**src/rtl/per_object_hysteresis_table_top_assert.svh**
```systemverilog
// Assertion macros used by the hysteresis table top level
`ifndef PER_OBJECT_HYSTERESIS_TABLE_TOP_ASSERT_SVH
`define PER_OBJECT_HYSTERESIS_TABLE_TOP_ASSERT_SVH
// implication checked every clock edge outside reset
`define POHT_ASSERT_IMP(label, clk, rst_n, ante, cons, msg) \
	label: assert property (@(posedge clk) disable iff (!rst_n) (ante) |-> (cons)) \
		else $error(msg);
// next-cycle implication
`define POHT_ASSERT_NEXT(label, clk, rst_n, ante, cons, msg) \
	label: assert property (@(posedge clk) disable iff (!rst_n) (ante) |=> (cons)) \
		else $error(msg);
`endif

```
**src/rtl/poht_ram.sv**
```systemverilog
// Generic single-port RAM with registered read
`default_nettype none
module poht_ram #(
	parameter int WIDTH = 32,
	parameter int DEPTH = 64
) (
	input  wire logic                     clk,
	input  wire logic                     we,
	input  wire logic [$clog2(DEPTH)-1:0] addr,
	input  wire logic [WIDTH-1:0]         wdata,
	output logic      [WIDTH-1:0]         rdata
);
	logic [WIDTH-1:0] mem [DEPTH];

	always_ff @(posedge clk) begin
		if (we) begin
			mem[addr] <= wdata;
		end
		rdata <= mem[addr];
	end
endmodule
`default_nettype wire

```
**config.mk**
```make
export PLATFORM = sky130hd
export DESIGN_NAME = poht_ram
export DESIGN_NICKNAME = d
export VERILOG_FILES = /design/src/rtl/per_object_hysteresis_table_top_assert.svh /design/src/rtl/poht_ram.sv
export SDC_FILE = /design/constraint.sdc
export NUM_CORES = 2
export LEC_CHECK = 0
export ABC_AREA = 1
export BUFFER_PORTS_ARGS = -buffer_cell sky130_fd_sc_hd__buf_4
export CAP_MARGIN = 5
export CORE_MARGIN = 2
export CORE_UTILIZATION = 42
export DETAILED_ROUTE_END_ITERATION = 16
export SLEW_MARGIN = 20
export SYNTH_ARGS = -nofsm -noshare
export SYNTH_HDL_FRONTEND = slang
export SYNTH_SLANG_ARGS = --single-unit
```
**constraint.sdc**
```tcl
create_clock -name clk -period 9 [get_ports clk]
set_input_delay 1.8 -clock clk [delete_from_list [all_inputs] [get_ports clk]]
set_output_delay 1.8 -clock clk [all_outputs]
set_load 0.01 [all_outputs]
```
## Yosys cells after proc, flatten, opt, wreduce, memory -nomap -nowiden

Memories as Yosys holds them, arrays and structs flattened. A register that Yosys moved wholly into a read port is not among the register bits.
Cells that the tools add are included.

- Register bits after elaboration: 0
- RAM bits: 2048
- Input port bits: 40
- Output and inout bits: 32
- Word-level logic and storage cells: 3
- Memories: 1

- Muxes and demuxes: 2

Memories:

| name | words | width | read ports | clocked after memory_dff | write ports | line | source |
|---|---|---|---|---|---|---|---|
| mem | 64 | 32 | 1 | 1 | 1 | poht_ram.sv:13 | `logic [WIDTH-1:0] mem [DEPTH];` |

Operators by type and width:

| kind | count |
|---|---|
| 2-to-1 mux 1 bit | 2 |

## Logic depth before layout (Yosys ltp)

- Word-level depth: 2
- Gate-level depth with buffers: 15
- Mapped depth without buffers: 11

## Worst setup path after synthesis

OpenSTA, ideal clock, no wires.

- Kind: input port to flip-flop
- Start: input addr[0]
- End: memory mem[41][0] (enable)
- Library setup time: 0.502 ns
- Arrival time: 5.583 ns
- Required time: 8.498 ns
- Setup slack: 2.915 ns
- Stages on the path: 6
- Buffers on the path: 4
- Cell sequence: buf_4 > inv_2 > buf_6 > buf_4 > buf_2 > nor4_1

RTL lines:

| element | line | source |
|---|---|---|
| start: declaration | poht_ram.sv:9 | `input wire logic [$clog2(DEPTH)-1:0] addr,` |
| end: declaration | poht_ram.sv:13 |  |

No word-level cell before the write port.

==> results.md <==
* WS Path Type: in2reg
* Critical Path RT at between 9 and 10 ns
* Layout area overhead at 12.16%
* Number of global-route vias before repair at 55.33k
* Drt wl/cell at 22.70 µm
* Arrival @ worst endpoint at between 5 and 6 ns
* Final Skew at 0.05507 ns
* Row count at around 170
* Fmax at about 210 MHz
* Share of layout cells above drive strength 1 at 6.386%
* Pre-antenna DRT Iters at 6
* Final hold vios at 0
* Critical Path End Type: flop
* Max-cap violations at 0
* Port Buf Inserts at between 70 and 80
* Worst-path clk slew at roughly 0.060 ns
* IO Count at 72
* Die footprint at about 210000 µm²
* DIE HEIGHT at ~460 µm
* Critical path's slowest cell: buf_4
* Most common cell in the synthesized netlist: nand2_1
* Seq/Total Area, Yosys at between 70% and 80%
* Number of synthesized flops with an enable pin at approximately 2.0k
* Slew Viols, Final at 0
* Syn avg cell area at approximately 10 µm²
* CTS Hold Bufs at 0
* CTS root buf: clkbuf_16
* Die Wd at about 460 µm
* WL final at between 200 and 300 mm
* Core area at around 200000 µm²
* Total Neg Setup Slack at 0 ns
* CTS tree: yes
* Relative slew slack at 20.37%
* Dpl cell area at 89950 µm²
* FF+latch count, synth at between 2k and 2.5k
* First-pass GRT wire length at approximately 370 mm
* Unrepaired setup endpoints after global routing: no
* CTS Buffer Depth at 3
* Mapped Area at 86500 µm²
* Post-DP HPWL at ~140 mm
* Critical path peak fanout at 113
* Htree depth at 4
* Most used cell, CP: nand2_1
* Post-synth top area share at roughly 71%
* Total global routing overflow at 0
* Yosys warnings at 0
* Commonest cells in the netlist: nand2_1 (5728), edfxtp_1 (2048), buf_2 (244)
* GPL Wtd Cong at between 0.8 and 0.9
* Power density over the cells at approximately 210 nW/µm²
* Via density at 5.165
* Slowest stage delay, CP at 0.75 ns
* Antenna-violating nets left at 0
* Final instance area at approximately 97000 µm²
* Ys flop type: edfxtp_1
* Post-Syn Instances at roughly 8.4k
* FF-to-FF setup slack at 6.96 ns
* CTS sink count at roughly 2.1k
* CTS Buf Count at around 210
* Hold Slack at roughly 0.75 ns
* Tot GR Track Use at between 20% and 30%
* Status: finished, final reports clean
* Max VDD drop at a little under 0.2 mV
* Post CTS Setup Buffer Count at 0
* Pleak at 39.99 nW
* Final Cycle Share at approximately 52%
* Largest net degree at the start of global routing at ~190
* Crit path launch type: input pin
* Net Count, Synth at 8480
* Resized cells post-CTS at 0
* CP cell instances: buf_8, inv_8, buf_4, buf_4, nand2_1, nand2_1, nand2_1, nand2_1, nand2_1, nand2_1, nor2_1, nand2_1
* Initial antenna violation count at 14
* Initial core utilization at around 42%
* Final setup fails at 0
* Clock latency on the worst-skew pair at slightly below 0.9 ns
* Initial drt markers at approximately 6.7k
* Layout net count at roughly 8.4k
* Main area contributors after synthesis: edfxtp_1 (71%), nand2_1 (25%), buf_2 (1.4%), dfxtp_1 (0.74%), nor2_1 (0.59%)
* Leading area contributor after synthesis: edfxtp_1
* Period minus WS final at ~4.7 ns
* Yosys cell types at 21
* Post-route DRC at 0
* Worst slew pin tran at ~1.2 ns
* Ys async rst share at 0%
* Worst min-delay path class: reg2reg
* Vias at between 50k and 60k
-- through the flow --
| stage | cells | utilization, % | power [mW] | setup slack [ns] |
|---|---|---|---|---|
| 2_1_floorplan | 8440 | - | 11.64 | 2.915 |
| 3_3_place_gp | 10840 | 43.80 | 12.30 | 3.567 |
| 3_5_place_dp | 10860 | 43.97 | 12.31 | 3.544 |
| 4_1_cts | 11250 | 47.18 | 20.68 | 4.419 |
| 5_1_grt | 11270 | 47.41 | 21.17 | 4.279 |
| 6_report | 11280 | 47.42 | 20.58 | 4.277 |
-- per-layer routing --
metal / track usage, % / up-vias / part of all wire (%)
met5: 0 / - / 0.0051
met4: 9.913 / 2 / 4.3
met3: 4.131 / 430 / 8.1
met2: 38.58 / 2311 / 47
met1: 32.79 / 28280 / 41
li1: - / 27220 / -
-- sequential cells by signal, summed over array words and instances (netlist names) --
signal / count
mem: 2048
rdata: 32
-- critical path: cells and delay by family --
family                 cells  cell delay [ns]
and+or+nand+nor            8             1.09
buffers and inverters      4             2.30
-- power by group --
group | internal (mW) | total [mW] | switching [mW]
registers | 10.7 | 10.8 | 0.0595
logic | 0.286 | 1.32 | 1.03
clock network | 4.71 | 8.47 | 3.76
-- cells in the final DEF (no fill, tap or decap), types with 2 or more instances in the layout --
| cell type | Yosys | layout |
|---|---|---|
| inv_2 | 14 | 11 |
| bufinv_16 | 0 | 12 |
| inv_8 | 0 | 4 |
| buf_16 | 0 | 20 |
| edfxtp_1 | 2048 | 2048 |
| clkinv_2 | 0 | 32 |
| clkbuf_8 | 0 | 7 |
| nor2_4 | 0 | 62 |
| or2_2 | 5 | 5 |
| nor3_4 | 0 | 7 |
| inv_6 | 0 | 7 |
| o21ai_1 | 2 | 2 |
| diode_2 | 0 | 8 |
| inv_1 | 16 | 16 |
| nand3_1 | 13 | 11 |
| o21ai_0 | 5 | 5 |
| nor2_1 | 137 | 75 |
| dfxtp_1 | 32 | 32 |
| clkbuf_1 | 136 | 58 |
| buf_8 | 0 | 4 |
| clkinv_16 | 0 | 3 |
| nor4_2 | 0 | 2 |
| clkinvlp_4 | 0 | 7 |
| inv_16 | 0 | 3 |
| buf_12 | 0 | 19 |
| nand2_1 | 5728 | 5728 |
| o211ai_1 | 5 | 5 |
| clkinv_8 | 0 | 2 |
| nand3_2 | 0 | 2 |
| clkbuf_16 | 0 | 210 |
| clkinv_1 | 0 | 50 |
| nand4_1 | 2 | 2 |
| buf_4 | 11 | 128 |
-- cell type report --
cell class | instances | area [µm²]
multi-input cells | 5908 | 22830
clock buffers | 275 | 5569
repair buffers | 171 | 1952
diodes | 8 | 20.02
flip-flops and latches | 2080 | 62140
clock inverters | 117 | 1016
inverters | 30 | 135.1
well taps | 2688 | 3363
fillers | 18500 | 107600
-- logic make-up (layout without fill, tap and decap cells) --
| group | count (synthesis) | count (layout) | share of synthesized area (%) |
|---|---|---|---|
| AOI/OAI and AO/OA | 12 | 12 | 0.08389 |
| buffers and inverters | 452 | 593 | 2.397 |
| DFF | 2080 | 2080 | 71.84 |
| other | 0 | 8 | 0 |
| and+or+nand+nor | 5896 | 5896 | 25.68 |
-- worst paths after layout --
| check | from | to | depth (start not counted) |
|---|---|---|---|
| worst min register to register | mem[26][30] | rdata[30] | 6 |
| worst min-delay path | mem[26][30] | rdata[30] | 6 |
| worst max-delay path | addr[1] | rdata[13] | 12 |
| worst max register to register | mem[6][18] | rdata[18] | 10 |
Note: power is estimated with default switching activity, not from simulation.
